## src/design/becm_pkg.sv

```systemverilog
package becm_pkg;

   localparam int DrawWidth  = 16;
   localparam int PhaseWidth = 16;
   localparam int IndexWidth = 3;

   typedef enum logic [1:0] {
      GOOD_STABLE   = 2'd0,
      BAD_STABLE    = 2'd1,
      BAD_UNSTABLE  = 2'd2,
      GOOD_UNSTABLE = 2'd3
   } chan_state_type;

   typedef enum logic [IndexWidth-1:0] {
      REG_GOOD_UNS_TO_BAD = 3'd0,
      REG_GOOD_S_TO_BAD   = 3'd1,
      REG_BAD_UNS_TO_GOOD = 3'd2,
      REG_BAD_S_TO_GOOD   = 3'd3,
      REG_BITS_PER_CYCLE  = 3'd4
   } reg_index_type;

   typedef enum logic {
      CMD_FRAME_START = 1'b0,
      CMD_NEXT_BIT    = 1'b1
   } cmd_type;

   typedef struct packed {
      logic [DrawWidth-1:0]  good_uns_to_bad;
      logic [DrawWidth-1:0]  good_s_to_bad;
      logic [DrawWidth-1:0]  bad_uns_to_good;
      logic [DrawWidth-1:0]  bad_s_to_good;
      logic [PhaseWidth-1:0] bits_per_cycle;
   } cfg_type;

   typedef struct packed {
      logic           erased;
      logic           data_out;
      chan_state_type chan_state;
   } result_type;

   function automatic logic is_bad(chan_state_type st);
      return (st == BAD_STABLE) || (st == BAD_UNSTABLE);
   endfunction

endpackage

```

## src/design/becm_csr.sv

```systemverilog
module becm_csr
   import becm_pkg::*;
(
   input  logic                  clock,
   input  logic                  reset,
   input  logic                  csr_valid,
   output logic                  csr_ready,
   input  logic [IndexWidth-1:0] csr_index,
   input  logic [DrawWidth-1:0]  csr_data,
   output cfg_type               cfg
);

   cfg_type cfg_ff;
   cfg_type cfg_in;

   assign csr_ready = 1'b1;
   assign cfg       = cfg_ff;

   always_comb begin
      cfg_in = cfg_ff;
      if (csr_valid) begin
         unique case (reg_index_type'(csr_index))
            REG_GOOD_UNS_TO_BAD: cfg_in.good_uns_to_bad = csr_data;
            REG_GOOD_S_TO_BAD:   cfg_in.good_s_to_bad   = csr_data;
            REG_BAD_UNS_TO_GOOD: cfg_in.bad_uns_to_good = csr_data;
            REG_BAD_S_TO_GOOD:   cfg_in.bad_s_to_good   = csr_data;
            REG_BITS_PER_CYCLE:  cfg_in.bits_per_cycle  = csr_data;
            default: ;
         endcase
      end
   end

   always_ff @(posedge clock) begin
      if (reset) begin
         cfg_ff.good_uns_to_bad <= '0;
         cfg_ff.good_s_to_bad   <= '0;
         cfg_ff.bad_uns_to_good <= '0;
         cfg_ff.bad_s_to_good   <= '0;
         cfg_ff.bits_per_cycle  <= PhaseWidth'(1);
      end else begin
         cfg_ff <= cfg_in;
      end
   end

endmodule

```

## src/design/becm_core.sv

```systemverilog
module becm_core
   import becm_pkg::*;
(
   input  logic                 clock,
   input  logic                 reset,
   input  logic                 accept,
   input  logic                 cmd,
   input  logic [DrawWidth-1:0] draw,
   input  logic                 data_bit,
   input  cfg_type              cfg,
   output result_type           result
);

   chan_state_type        state_ff, state_in, trans_state;
   logic [PhaseWidth-1:0] phase_ff, phase_in;
   logic [PhaseWidth-1:0] limit;
   logic [PhaseWidth:0]   phase_inc;
   logic                  wrap;

   assign limit     = (cfg.bits_per_cycle == '0) ? PhaseWidth'(1) : cfg.bits_per_cycle;
   assign phase_inc = {1'b0, phase_ff} + (PhaseWidth+1)'(1);
   assign wrap      = phase_inc >= {1'b0, limit};

   always_comb begin
      unique case (state_ff)
         GOOD_STABLE:   trans_state = (draw < cfg.good_s_to_bad)   ? BAD_UNSTABLE  : GOOD_STABLE;
         BAD_STABLE:    trans_state = (draw < cfg.bad_s_to_good)   ? GOOD_UNSTABLE : BAD_STABLE;
         BAD_UNSTABLE:  trans_state = (draw < cfg.bad_uns_to_good) ? GOOD_UNSTABLE : BAD_STABLE;
         GOOD_UNSTABLE: trans_state = (draw < cfg.good_uns_to_bad) ? BAD_UNSTABLE  : GOOD_STABLE;
         default:       trans_state = GOOD_STABLE;
      endcase
   end

   always_comb begin
      state_in = state_ff;
      phase_in = phase_ff;
      if (accept) begin
         if (cmd_type'(cmd) == CMD_FRAME_START) begin
            // quarter of the draw range picks the start state
            state_in = chan_state_type'(draw[DrawWidth-1 -: 2]);
            phase_in = '0;
         end else if (wrap) begin
            state_in = trans_state;
            phase_in = '0;
         end else begin
            phase_in = phase_inc[PhaseWidth-1:0];
         end
      end
   end

   always_ff @(posedge clock) begin
      if (reset) begin
         state_ff <= GOOD_STABLE;
         phase_ff <= '0;
      end else begin
         state_ff <= state_in;
         phase_ff <= phase_in;
      end
   end

   assign result.chan_state = state_in;
   assign result.erased     = is_bad(state_in);
   assign result.data_out   = data_bit | is_bad(state_in);

endmodule

```

## src/design/becm_out.sv

```systemverilog
module becm_out
   import becm_pkg::*;
(
   input  logic       clock,
   input  logic       reset,
   input  logic       in_valid,
   output logic       in_ready,
   input  result_type in_result,
   output logic       out_valid,
   input  logic       out_ready,
   output result_type out_result
);

   logic       out_valid_ff, out_valid_in;
   logic       skid_valid_ff, skid_valid_in;
   result_type out_ff, out_in;
   result_type skid_ff, skid_in;
   logic       accept, take;

   assign in_ready   = !skid_valid_ff;
   assign accept     = in_valid && in_ready;
   assign take       = out_valid_ff && out_ready;
   assign out_valid  = out_valid_ff;
   assign out_result = out_ff;

   always_comb begin
      out_valid_in  = out_valid_ff;
      skid_valid_in = skid_valid_ff;
      out_in        = out_ff;
      skid_in       = skid_ff;
      if (!out_valid_ff || take) begin
         if (skid_valid_ff) begin
            out_in        = skid_ff;
            out_valid_in  = 1'b1;
            skid_valid_in = 1'b0;
         end else begin
            out_in       = in_result;
            out_valid_in = accept;
         end
      end else if (accept) begin
         skid_in       = in_result;
         skid_valid_in = 1'b1;
      end
   end

   always_ff @(posedge clock) begin
      if (reset) begin
         out_valid_ff  <= 1'b0;
         skid_valid_ff <= 1'b0;
      end else begin
         out_valid_ff  <= out_valid_in;
         skid_valid_ff <= skid_valid_in;
      end
      out_ff  <= out_in;
      skid_ff <= skid_in;
   end

   a_skid_implies_out: assert property (@(posedge clock) disable iff (reset)
      skid_valid_ff |-> out_valid_ff)
      else $error("skid holds a transfer while output is empty");

   a_stall_fills_skid: assert property (@(posedge clock) disable iff (reset)
      (accept && out_valid_ff && !out_ready) |=> skid_valid_ff)
      else $error("stalled transfer not captured in skid");

   a_skid_drains_first: assert property (@(posedge clock) disable iff (reset)
      (skid_valid_ff && take) |=> (out_valid_ff && out_ff == $past(skid_ff)))
      else $error("skid entry lost or reordered");

   a_erase_forces_data: assert property (@(posedge clock) disable iff (reset)
      (out_valid_ff && out_ff.erased) |-> out_ff.data_out)
      else $error("erased bit not forced high");

   a_erase_matches_state: assert property (@(posedge clock) disable iff (reset)
      out_valid_ff |-> (out_ff.erased == is_bad(out_ff.chan_state)))
      else $error("erasure flag disagrees with channel state");

endmodule

```

## src/design/burst_erasure_channel_model_top.sv

```systemverilog
// Channel  Dir  Handshake             Payload
// req      in   req_tvalid/tready     tuser: cmd; tdata: random_draw, data_bit
// rsp      out  rsp_tvalid/tready     tuser: erased; tdata: data_out, channel_state_out
// csr      in   csr_valid/csr_ready   csr_index, csr_data
//
// One item per cycle while req_tready is high: state and bit phase update at the
// req transfer and the result is registered before it appears on rsp.
// A two-entry output (register plus skid) takes one req transfer into the skid
// entry while rsp stalls; req_tready is low while it is full. csr_ready is always high.
// Synchronous reset: good-stable, phase zero, probabilities zero, bits_per_cycle 1.
module burst_erasure_channel_model_top
   import becm_pkg::*;
(
   input  logic                  clock,
   input  logic                  reset,
   input  logic                  req_tvalid,
   output logic                  req_tready,
   input  logic [23:0]           req_tdata,  // [15:0] random_draw, [16] data_bit, rest zero
   input  logic                  req_tuser,  // [0] cmd
   output logic                  rsp_tvalid,
   input  logic                  rsp_tready,
   output logic [7:0]            rsp_tdata,  // [0] data_out, [2:1] channel_state_out, rest zero
   output logic                  rsp_tuser,  // [0] erased
   input  logic                  csr_valid,
   output logic                  csr_ready,
   input  logic [IndexWidth-1:0] csr_index,
   input  logic [DrawWidth-1:0]  csr_data
);

   cfg_type    cfg;
   result_type core_result;
   result_type out_result;
   logic       accept;

   assign accept = req_tvalid && req_tready;

   becm_csr u_csr (
      .clock     (clock),
      .reset     (reset),
      .csr_valid (csr_valid),
      .csr_ready (csr_ready),
      .csr_index (csr_index),
      .csr_data  (csr_data),
      .cfg       (cfg)
   );

   becm_core u_core (
      .clock    (clock),
      .reset    (reset),
      .accept   (accept),
      .cmd      (req_tuser),
      .draw     (req_tdata[DrawWidth-1:0]),
      .data_bit (req_tdata[DrawWidth]),
      .cfg      (cfg),
      .result   (core_result)
   );

   becm_out u_out (
      .clock      (clock),
      .reset      (reset),
      .in_valid   (req_tvalid),
      .in_ready   (req_tready),
      .in_result  (core_result),
      .out_valid  (rsp_tvalid),
      .out_ready  (rsp_tready),
      .out_result (out_result)
   );

   assign rsp_tuser = out_result.erased;
   assign rsp_tdata = {5'b0, out_result.chan_state, out_result.data_out};

endmodule
```

## config.mk

```make
export PLATFORM = sky130hd
export DESIGN_NAME = burst_erasure_channel_model_top
export DESIGN_NICKNAME = d
export VERILOG_FILES = /design/src/design/becm_pkg.sv /design/src/design/becm_csr.sv /design/src/design/becm_core.sv /design/src/design/becm_out.sv /design/src/design/burst_erasure_channel_model_top.sv
export SDC_FILE = /design/constraint.sdc
export NUM_CORES = 1
export LEC_CHECK = 0
export ABC_AREA = 1
export BUFFER_PORTS_ARGS = -buffer_cell sky130_fd_sc_hd__clkbuf_2
export CAP_MARGIN = 10
export CORE_MARGIN = 2
export CORE_UTILIZATION = 30
export DETAILED_ROUTE_END_ITERATION = 12
export HOLD_SLACK_MARGIN = 0.02
export SYNTH_ARGS = -nofsm -noshare
export SYNTH_HDL_FRONTEND = slang
export SYNTH_SLANG_ARGS = --single-unit
export TNS_END_PERCENT = 1
```

## constraint.sdc

```tcl
create_clock -name clock -period 3.71 [get_ports clock]
set_input_delay 0.9275 -clock clock [delete_from_list [all_inputs] [get_ports clock]]
set_output_delay 0.9275 -clock clock [all_outputs]
set_load 0.005 [all_outputs]
```

* After elaboration in Yosys (flattened, before gate mapping)
Index checks and enable logic that the tools add are counted.
** Word-level totals
- Register bits :: 108
- Latch bits :: 0
- RAM bits :: 0
- ROM bits :: 0
- Bits of input ports :: 49
- Word-level logic and storage cells :: 61
- Memories kept :: 0
** Operators by class
- Add/subtract/negate cells :: 1
- Multiply operators :: 0
- Divide/modulo/power cells :: 0
- Order comparisons :: 5
- Equal/unequal tests :: 9
- Shift-type cells :: 0
- Muxes and demuxes :: 13
- Bitwise operators :: 2
- Reductions and logical operators :: 16
** Operators with widths (number)
- 16-bit less-than comparator :: 4
- 16-bit two-way mux :: 3
- 16-bit by 1-bit adder with 17-bit output, second input constant :: 1
- 17-bit by 16-bit greater-or-equal comparator with 1-bit output :: 1
- 16-bit zero test :: 1
- 2-bit two-way mux :: 7
- 2-bit AND reduction :: 6
- 2-bit case mux with 4 select lines :: 1
- 2-bit == test, second input constant :: 3
- 3-bit by 2-bit == test with 1-bit output, second input constant :: 2
- 2-bit by 1-bit == test with 1-bit output, second input constant :: 2
- 4-bit two-way mux :: 1
- 3-bit by 1-bit == test with 1-bit output, second input constant :: 1
- 3-bit == test, second input constant :: 1
- 3-bit zero test :: 1
- 1-bit logical AND :: 2
- 1-bit zero test :: 2
- 2-bit zero test :: 1
- 1-bit logical OR :: 2
- 2-bit OR reduction :: 1
- 1-bit two-way mux :: 1
- 1-bit inverter :: 1
- 1-bit OR :: 1

* Depth between registers and ports, before layout
Gate-level depths: netlist of the first run.
- Word-level depth :: 10
- Gate-level depth with buffers :: 29

* Modules after synthesis
A second synthesis of the first run with hierarchy kept.
** Unflattened totals
- Cells, all modules :: 1005
- Area total of the unflattened synthesis :: 6885.4 um^2
** By module, submodules not included
- becm_csr :: times used 1, cells each 465, area each 3250.6 um^2
- becm_core :: times used 1, cells each 499, area each 3216.8 um^2
- becm_out :: times used 1, cells each 33, area each 369.1 um^2
- burst_erasure_channel_model_top :: times used 1, cells each 8, area each 48.8 um^2

* Least setup slack after synthesis of the first run
OpenSTA, ideal clock, no wires.
- Path type :: register -> register
- Start :: register u_core.phase_ff[0]
- End :: register u_out.out_ff, in the netlist u_out.out_result[2] (data pin)
- Data arrival time :: 2.787 ns
- Path slack :: 0.671 ns
- Cell stages (with the launch flop) :: 29
- Path buffers :: 0
- Clock period less this slack :: 3.039 ns
- Path through :: dfxtp_1 -> ha_1 -> nand2_2 -> nor2_4 -> nand2_2 -> nor2_4 -> nand3_2 -> nor2_2 -> nand3_1 -> xor2_1 -> ha_1 -> nand2_1 -> nor2_1 -> nand2_1 -> nand2_1 -> nor2_1 -> nand2_1 -> nand2_1 -> nand2_1 -> nand2_1 -> nand3_1 -> nand2_1 -> clkinv_1 -> nand2_1 -> nand2_2 -> nand3_2 -> nand3_2 -> nand2_1 -> nand2_1
** RTL lines
- start, declared :: line becm_core.sv:15 : logic [PhaseWidth-1:0] phase_ff, phase_in;
- start signal, assigned :: line becm_core.sv:57 : phase_ff <= phase_in;
- end signal, assigned :: line becm_out.sv:54 : out_ff <= out_in;
- end, declared :: line becm_out.sv:16 : result_type out_ff, out_in;

==> impl_metrics.tcl, run 1 <==
set metrics [dict create \
    worstPathRequired_ps 3830 \
    fin_crit_sh 0.904 \
    drv_slew 0 \
    seq_area_frac_synth 0.363 \
    die_x_um 148 \
    regArea_um2 2240 \
    total_power_mw 2.67 \
    syn2layout_area_growth_pct 13.1 \
    endpoint_kind "flip-flop" \
    final_nets 978 \
    max_freq_mhz 298 \
    drt_wl_total_um 14000 \
    status "finished clean" \
    ctsHoldBuffers 0 \
    worst_slew_pin_slew_ps 1010 \
    clkLatencyLatePin_ps 360 \
    drc_errors 0 \
    ys_warn_count 0 \
    clockBufferDepth 2 \
    core_area_um2 20200 \
    grt_util_all_layers 0.133 \
    grt-ovfl-total 0 \
    avgRoutedWirePerCell_um 12.4 \
    max-vdd-ir-drop_v 0.000227 \
    path_clk_slew_ps 70 \
    crit_fanout 5 \
    numClockSinks 108 \
    worst_hold_path_type "flip-flop to flip-flop" \
    grt_pass1_wl_um 23000 \
    syn_avg_cell_area_um2 7.59 \
    finalSetupViolations 0 \
    die_height_um 148 \
    drive_gt1_frac 0.109 \
    critPathKind "flip-flop to flip-flop" \
    vias_per_cell 4.47 \
    io_pins 61 \
    dp_hpwl_um 10200 \
    drt_iter0_drc 207 \
    grt_max_degree 81 \
    cts_resized 0 \
    finClkSkew_ps 9.09 \
    worstReg2RegStart "u_core.phase_ff[0]" \
    synth_cell_type_count 37 \
    worstRegToRegCells 28 \
    crit_end "u_out.out_result[2]" \
    cts_buffers 9 \
    dieArea_um2 21800 \
    maxSlewHeadroom 0.328 \
    yosys_register_bits 108 \
    rows 52 \
    dr.pass1.iters 4 \
    fillers 2144 \
    drtAntennaViolNets 0 \
    leakagePower_nw 2.99 \
    grt_pass1_vias 4708 \
    io_buffer_count 47 \
    critPathArrivalTime_ps 3480 \
    diodes 0 \
    crit_path_top_delay_cell "dfxtp_2" \
    grt_antenna_before_repair 0 \
    place.gp.congestion 0.771 \
    cap_violations 0 \
    syn_area_um2 6180 \
    cts_max_level 3 \
    synthCells 815 \
    critPathLaunch "u_core.phase_ff[0]" \
    multi_input_area_um2 3310 \
    start_util 0.306 \
    start_kind "flip-flop" \
    holdWs_ps 448 \
    vias 5022 \
    cts_tree "done" \
    r2r_setup_slack_ps 360 \
    p_per_area_nw_per_um2 382 \
    cts_setup_buffers 0 \
    cts-root-buf "clkbuf_16" \
    post-route-min-period_ps 3350 \
    hold_viol 0 \
    cpMostUsedCell "nand2_1" \
    reg2reg_to "u_out.out_result[2]" \
    slowest_delay_ps 370 \
]
[cell usage in the layout, fill, tap and decap left out, types with 2 or more instances in the layout]
master / n
nor2_4: 2
nand3_1: 21
o21a_1: 2
nand2_2: 6
xor2_1: 8
clkbuf_2: 47
clkbuf_16: 9
o21ai_0: 85
dfxtp_1: 99
clkinv_1: 3
nand2_4: 4
bufinv_16: 2
nand4_1: 7
inv_1: 132
a31oi_1: 2
nor3_1: 2
xnor2_1: 3
xor2_2: 2
o21ai_1: 2
a21o_1: 3
conb_1: 6
edfxtp_1: 8
a211oi_1: 2
nor3_2: 2
buf_4: 5
nor4_1: 6
ha_1: 81
a21oi_1: 121
nand2_1: 129
nor2_2: 2
nor2_1: 33
nand3_2: 5
[power by group]
group	switching (mW)	internal, mW
clock network	0.459	0.594
logic	0.243	0.143
registers	0.0158	1.22
total	0.717	1.96
[cell families (layout without fill, tap and decap cells)]
| group | Yosys count | after routing | share of synthesized area |
|---|---|---|---|
| and+or+nand+nor | 221 | 221 | 0.163 |
| AOI/OAI and AO/OA | 220 | 220 | 0.183 |
| buffers and inverters | 170 | 204 | 0.107 |
| DFF | 108 | 108 | 0.363 |
| adders and majority gates | 81 | 81 | 0.164 |
| xor gates and xnor gates | 13 | 13 | 0.0184 |
| other | 2 | 6 | 0.00121 |
[area by class of cell]
| type | count | share of cell area |
|---|---|---|
| timing repair buffer | 52 | 0.0390 |
| inverter | 136 | 0.0733 |
| tap | 270 | 0.0483 |
| multi-input combinational | 541 | 0.474 |
| clock inverter | 6 | 0.0125 |
| sequential | 108 | 0.321 |
| clock buffer | 10 | 0.0327 |
[worst min path at each step]
stage / from / to / slack (ps) / depth (start not counted)
finish: u_csr.cfg[16] / u_csr.cfg[16] / 450 / 2
global route: u_csr.cfg[46] / u_csr.cfg[46] / 470 / 2
CTS: u_csr.cfg[16] / u_csr.cfg[16] / 450 / 2
detailed placement: u_csr.cfg[16] / u_csr.cfg[16] / 440 / 2
global placement: u_csr.cfg[16] / u_csr.cfg[16] / 430 / 2
floorplan: u_csr.cfg[16] / u_csr.cfg[16] / 420 / 2
[through the flow]
| step | setup TNS (ps) | setup slack (ps) | utilization | cell area, um^2 | instances |
|---|---|---|---|---|---|
| 2_1_floorplan | 0 | 671 | - | 6200 | 819 |
| 5_1_grt | -9.87 | -9.87 | 0.346 | 7000 | 1123 |
| 3_5_place_dp | 0 | 315 | 0.329 | 6660 | 1107 |
| 6_report | 0 | 357 | 0.346 | 7000 | 1123 |
| 4_1_cts | 0 | 294 | 0.345 | 6980 | 1123 |
| 3_3_place_gp | 0 | 314 | 0.329 | 6660 | 1107 |
[critical path, delay by kind of cell (launching register included)]
kind | cells | cell delay, ps
adder cells (fa/ha/maj) | 2 | 510
XOR/XNOR | 1 | 180
AND/OR/NAND/NOR | 25 | 2040
flip-flops | 1 | 370
[registers in the layout, indices dropped and copies added, names as in the netlist]
| register | cells |
|---|---|
| u_core.phase_ff | 16 |
| u_core.state_ff | 2 |
| u_csr.cfg | 80 |
| u_out.out_result | 4 |
| u_out.out_valid | 1 |
| u_out.skid_ff | 4 |
| u_out.skid_valid_ff | 1 |
[per-layer routing]
metal | share of wire | global-route usage | wire length, um
met5 | 0 | 0 | 0
met4 | 0.013 | 0.0332 | 181
met3 | 0.046 | 0.0398 | 646
met2 | 0.45 | 0.217 | 6350
met1 | 0.49 | 0.173 | 6790
[cells in the mapped netlist, drive strengths merged]
cell	n	area share
dfxtp	100	0.32
nor2	37	0.026
clkbuf	27	0.016
and3	1	0.0010
nand2	139	0.092
nor3	5	0.0075
nand3	26	0.024
a31oi	2	0.0020
a21o	3	0.0036
ha	81	0.16
xor2	10	0.014
a211oi	2	0.0024
o21ai	87	0.070
clkinv	1	0.00061
nor4	6	0.0061
a41o	1	0.0016
o21a	2	0.0024
xnor2	3	0.0042
edfxtp	8	0.039
conb	2	0.0012
a21oi	121	0.098
o211ai	1	0.0012
o211a	1	0.0016
nand4	7	0.0071
buf	7	0.0081
inv	135	0.082
No activity file was read; power rests on OpenSTA's default activity.
==> inputs of run 2 (changes only) <==
- ABC_AREA: 1 -> not set
==> run 2 against run 1 <==
- critical endpoint unchanged
- sequential share of layout area decreased by 1.1 points
- die area increased by 1.6%
- clock power decreased by 5%
- clock-buffer cell count increased by 2
- non-clock buffer count increased by 17
- routed wire length increased by 11%
- power decreased by 3.7%
- critical path type unchanged
- maximum frequency decreased by 5.1%
- highest routed layer unchanged
- core utilization increased by 1.0 points
==> impl_metrics.tcl, run 2 <==
set metrics [dict create \
    status "finished clean" \
    cts_buffers 9 \
    syn_area_um2 6290 \
    drt_iter0_drc 254 \
    worst_hold_path_type "flip-flop to flip-flop" \
    endpoint_kind "flip-flop" \
    worst_slew_pin_slew_ps 1120 \
    switching_share 0.259 \
    largest_reg_flops 80 \
    io_pins 61 \
    critPathLaunch "u_core.phase_ff[3]" \
    grt-ovfl-total 0 \
    utilization 0.356 \
    seq_area_frac_synth 0.357 \
    dp_hpwl_um 11300 \
    drt_wl_total_um 15600 \
    die_x_um 149 \
    finalSetupViolations 0 \
    numClockSinks 108 \
    die_height_um 149 \
    leakagePower_nw 2.73 \
    maxSlewHeadroom 0.251 \
    crit_path_top_delay_cell "dfxtp_4" \
    synth_cell_type_count 57 \
    most-common-layout-cells "nand2_1 (178), a21oi_1 (105), dfxtp_1 (96), inv_1 (86), ha_1 (80)" \
    layout_commonest_cell "nand2_1" \
    grt_util_all_layers 0.146 \
    core_area_um2 20400 \
    dr.pass1.iters 7 \
    synth_flop_cell "dfxtp_1" \
    drc_errors 0 \
    yosys-top-cells-count "nand2_1 (178), a21oi_1 (106), dfxtp_1 (100), inv_1 (86), ha_1 (81)" \
    clockPowerShare 0.388 \
    path_clk_slew_ps 70 \
    critPathBufInv 2 \
    stdcell_count 1119 \
    cts_tree "done" \
    synth-async-reset-ratio 0 \
    critPathKind "flip-flop to flip-flop" \
    critPathArrivalTime_ps 3730 \
    diodes 0 \
    p_sw_mw 0.665 \
    crit_family "simple AND/OR/NAND/NOR gates" \
    grt_pass1_vias 5014 \
    synthCells 799 \
    power.share.combinational 0.136 \
    p_per_area_nw_per_um2 354 \
    grt_pass1_wl_um 25400 \
    start_kind "flip-flop" \
    final_nets 974 \
    cts-root-buf "clkbuf_16" \
    yosysMostFrequentCell "nand2_1" \
    place.gp.congestion 0.815 \
    clkLatencyLatePin_ps 360 \
    syn2layout_area_growth_pct 15.7 \
    drv_slew 0 \
    post-route-min-period_ps 3530 \
    multi_input_area_um2 3650 \
    io_buffer_count 47 \
    regArea_um2 2250 \
    grt_antenna_before_repair 0 \
    drive_gt1_frac 0.135 \
    clockBufferDepth 2 \
    synth_edf_count 8 \
    synth_area_leaders "dfxtp_1 (32%), ha_1 (16%), nand2_1 (11%)" \
    max_freq_mhz 283 \
    worstReg2RegStart "u_core.phase_ff[3]" \
    rows 52 \
    fillers 2168 \
    drtAntennaViolNets 0 \
    vias 5352 \
    slowest_delay_ps 380 \
    place_inst 1097 \
    timing.final.ws_setup_ps 177 \
    start_util 0.308 \
    seq_power_share 0.476 \
    hold_viol 0 \
    p_int_mw 1.91 \
    cts_max_level 3 \
    dieArea_um2 22100 \
    crit_fanout 6 \
    crit_chain "and3_4, and3_4, and3_4, buf_4, nand3_2, xnor2_2, ha_1, nand4_1, a2111oi_4, a21boi_4, and4_4, a211oi_4, inv_2, or3_4, a32oi_2" \
    avgRoutedWirePerCell_um 13.9 \
    ctsHoldBuffers 0 \
    syn_avg_cell_area_um2 7.87 \
    dp_slack_ps 123 \
    max-vdd-ir-drop_v 0.000194 \
    min_from "u_csr.cfg[59]" \
    grt_max_degree 101 \
    fin_crit_sh 0.952 \
    yosysTopAreaCellShare 0.318 \
    yosys_register_bits 108 \
    finClkSkew_ps 8.15 \
    cap_violations 0 \
    ys_warn_count 0 \
    worstPathRequired_ps 3910 \
    vias_per_cell 4.78 \
    cpMostUsedCell "and3_4" \
    synth_top_area_cell "dfxtp_1" \
]
==> run 2: worst register-to-register path, delay by kind of cell (launching register included) <==
kind,cells,cell delay [ps]
AO/OA/AOI/OAI,4,950
buffers and inverters,2,200
adder cells (fa/ha/maj),1,280
AND/OR/NAND/NOR,7,1410
XOR/XNOR,1,150
flip-flops,1,380
==> run 2: power groups by stage <==
stage / Combinational (mW) / Clock (mW) / Sequential (mW)
floorplan: 0.213 / 0 / 1.25
detailed placement: 0.338 / 0 / 1.26
global route: 0.401 / 1.07 / 1.23
CTS: 0.340 / 1.03 / 1.23
finish: 0.350 / 0.998 / 1.23
global placement: 0.334 / 0 / 1.25
==> run 2: path summary, 6_finish.rpt <==
kind | end | slack [ps] | cells after the start
max reg2reg | u_out.out_result[2] | 180 | 15
min | u_csr.cfg[59] | 450 | 2
min reg2reg | u_csr.cfg[59] | 450 | 2
max | u_out.out_result[2] | 180 | 15
==> run 2: cells by family after synthesis <==
kind of cell	Yosys count	share of synthesized area
AOI/OAI and AO/OA	182	0.177
DFF	108	0.357
other	2	0.00119
adders and majority gates	81	0.161
buffers and inverters	126	0.0792
and+or+nand+nor	286	0.206
xor gates and xnor gates	14	0.0195
==> run 2: area by class of cell <==
| class | instances | share of cell area |
|---|---|---|
| flip-flops and latches | 108 | 0.310 |
| clock buffers | 12 | 0.0353 |
| inverters | 87 | 0.0449 |
| multi-input cells | 569 | 0.501 |
| well taps | 270 | 0.0464 |
| repair buffers | 69 | 0.0559 |
| clock inverters | 4 | 0.00653 |
==> run 2: timing repair <==
item / 4_1_cts / 5_1_grt
setup buffers: 0 / 6
resized for setup: 0 / 23
endpoints found under the setup margin: 0 / 8
==> run 2: per-layer routing <==
metal | GRT usage | up-vias | wire length, um
met5 | 0 | - | 0
met4 | 0.0462 | 0 | 234
met3 | 0.0284 | 14 | 772
met2 | 0.232 | 95 | 6940
met1 | 0.201 | 2471 | 7620
li1 | - | 2772 | -
==> run 2: metrics by stage <==
step / hold slack, ps / cell area [um^2] / TNS (ps) / total power, mW
5_1_grt: 472 / 7280 / -4.66 / 2.70
3_3_place_gp: 441 / 6830 / 0 / 1.59
3_5_place_dp: 447 / 6830 / 0 / 1.59
2_1_floorplan: 432 / 6300 / 0 / 1.46
6_report: 455 / 7280 / 0 / 2.57
4_1_cts: 456 / 7130 / 0 / 2.60
==> inputs of run 3 (changes only) <==
- clock period: 3.71 -> 4.4 ns (I/O delays scaled with it)
==> run 3 against run 2 <==
- power shrank 16%
- routed wire length shrank 2.7%
- clock-buffer cell count shrank 1
- core utilization shrank 1.1 points
- non-clock buffer count shrank 18
- sequential share of layout area grew 0.83 points
- sequential power shrank 16%
- clock skew shrank 2.0 ps
- combinational power shrank 21%
- register-to-register slack gained 360 ps
- maximum frequency shrank 8.6%
- largest power group unchanged
==> impl_metrics.tcl, run 3 (same netlist as run 2, synthesis figures left out) <==
set metrics [dict create \
    vias_per_cell 4.75 \
    dieArea_um2 22100 \
    crit_path_top_delay_cell "dfxtp_1" \
    grt_antenna_before_repair 0 \
    io_pins 61 \
    grt_max_degree 101 \
    cts_buffers 9 \
    cts-root-buf "clkbuf_16" \
    grt-ovfl-total 0 \
    path_clk_slew_ps 70 \
    ctsHoldBuffers 0 \
    leakagePower_nw 2.62 \
    place.gp.congestion 0.773 \
    fin_setup_tns_ps 0 \
    status "finished clean" \
    grt_util_all_layers 0.141 \
    drtAntennaViolNets 0 \
    io_buffer_count 47 \
    grt_pass1_wl_um 24600 \
    crit_family "compound AO/OA/AOI/OAI gates" \
    rsz0062_at_grt "no" \
    crit_cells 15 \
    syn2layout_area_growth_pct 12.1 \
    drive_gt1_frac 0.0963 \
    fin_crit_sh 0.879 \
    drt_wl_total_um 15100 \
    diodes 0 \
    fillers 2195 \
    hold_viol 0 \
    cpMostUsedCell "ha_1" \
    most-common-layout-cells "nand2_1 (178), a21oi_1 (106), dfxtp_1 (100), inv_1 (86), ha_1 (81)" \
    endpoint_kind "flip-flop" \
    worstRegToRegCells 15 \
    rows 52 \
    worstPathRequired_ps 4590 \
    maxSlewHeadroom 0.238 \
    grt_pass1_vias 4689 \
    layout_commonest_cell "nand2_1" \
    dr.pass1.iters 4 \
    core_area_um2 20400 \
    dpl_cell_area_um2 6740 \
    clkLatencyLatePin_ps 350 \
    clockBufferDepth 2 \
    cts_resized 0 \
    critPathKind "flip-flop to flip-flop" \
    worst_slew_pin_slew_ps 1140 \
    crit_chain "ha_1, nand3_2, nor3_4, nand3_1, xnor2_1, ha_1, o21a_1, o21ai_2, a2111oi_4, a21boi_4, a311oi_1, a211oi_4, inv_2, or3_4, a32oi_2" \
    finClkSkew_ps 6.20 \
    die_x_um 149 \
    worst_hold_path_type "flip-flop to flip-flop" \
    cap_violations 0 \
    total_power_mw 2.17 \
    vias 5225 \
    finalInstanceArea_um2 7050 \
    die_height_um 149 \
    dp_hpwl_um 11000 \
    max-vdd-ir-drop_v 0.000191 \
    start_util 0.308 \
    finalSetupViolations 0 \
    drt_iter0_drc 185 \
    critPathArrivalTime_ps 4060 \
    numClockSinks 108 \
    post-route-min-period_ps 3870 \
    cts_max_level 3 \
    p_per_area_nw_per_um2 309 \
    min_path_cells 2 \
    drv_slew 0 \
    cts_tree "done" \
    drc_errors 0 \
    cts_setup_buffers 0 \
    crit_fanout 7 \
    avgRoutedWirePerCell_um 13.7 \
    critPathBufInv 1 \
    max_freq_mhz 259 \
    final_nets 956 \
    start_kind "flip-flop" \
    largest_reg_flops 80 \
    slowest_delay_ps 410 \
]
-- run 3: changes by cell type in the layout (fill, tap and decap cells not counted), moves of 2 or more --
| cell | previous run | this run |
|---|---|---|
| and3_1 | 7 | 10 |
| and3_4 | 5 | 2 |
| buf_4 | 22 | 5 |
| clkbuf_8 | 2 | 0 |
| dfxtp_1 | 96 | 100 |
| dfxtp_4 | 3 | 0 |
| nand3_1 | 14 | 16 |
| xnor2_1 | 8 | 10 |
| xnor2_2 | 2 | 0 |
-- run 3: layer usage --
metal | GRT usage | wire, um | vias up
li1 | - | - | 2746
met1 | 0.203 | 7590 | 2392
met2 | 0.217 | 6650 | 78
met3 | 0.0260 | 723 | 9
met4 | 0.0386 | 178 | 0
met5 | 0 | 0 | -
-- run 3: area by class of cell --
class                           instances  area (um^2)  area share
Clock buffer                           11          233      0.0330
Sequential cell                       108         2240       0.318
Multi-Input combinational cell        569         3560       0.506
Inverter                               87          327      0.0463
Tap cell                              270          338      0.0479
Clock inverter                          5         76.3      0.0108
Timing Repair Buffer                   51          268      0.0380
-- run 3: tightest hold or removal path, stage by stage, from the launching register on --
cell	delay [ps]
dfxtp_1	310
nand2_1	50
a21oi_1	50
-- run 3: path summary, 6_finish.rpt --
| check | start | end | slack (ps) |
|---|---|---|---|
| worst min-delay path | u_csr.cfg[79] | u_csr.cfg[79] | 450 |
| worst max-delay path | u_core.phase_ff[0] | u_out.out_result[2] | 530 |
| worst min register to register | u_csr.cfg[79] | u_csr.cfg[79] | 450 |
| worst max register to register | u_core.phase_ff[0] | u_out.out_result[2] | 530 |
-- run 3: per-stage QoR --
step | worst slack (ps) | utilization | hold WS (ps) | instances
2_1_floorplan | 754 | - | 432 | 803
3_3_place_gp | 570 | 0.330 | 442 | 1085
4_1_cts | 505 | 0.345 | 456 | 1101
5_1_grt | 180 | 0.345 | 466 | 1101
3_5_place_dp | 534 | 0.330 | 446 | 1085
6_report | 533 | 0.345 | 455 | 1101
-- run 3: where the power goes --
part | switching [mW] | total [mW] | internal (mW)
Sequential | 0.0147 | 1.03 | 1.02
Clock | 0.365 | 0.862 | 0.497
Combinational | 0.170 | 0.277 | 0.107
Total | 0.550 | 2.17 | 1.62
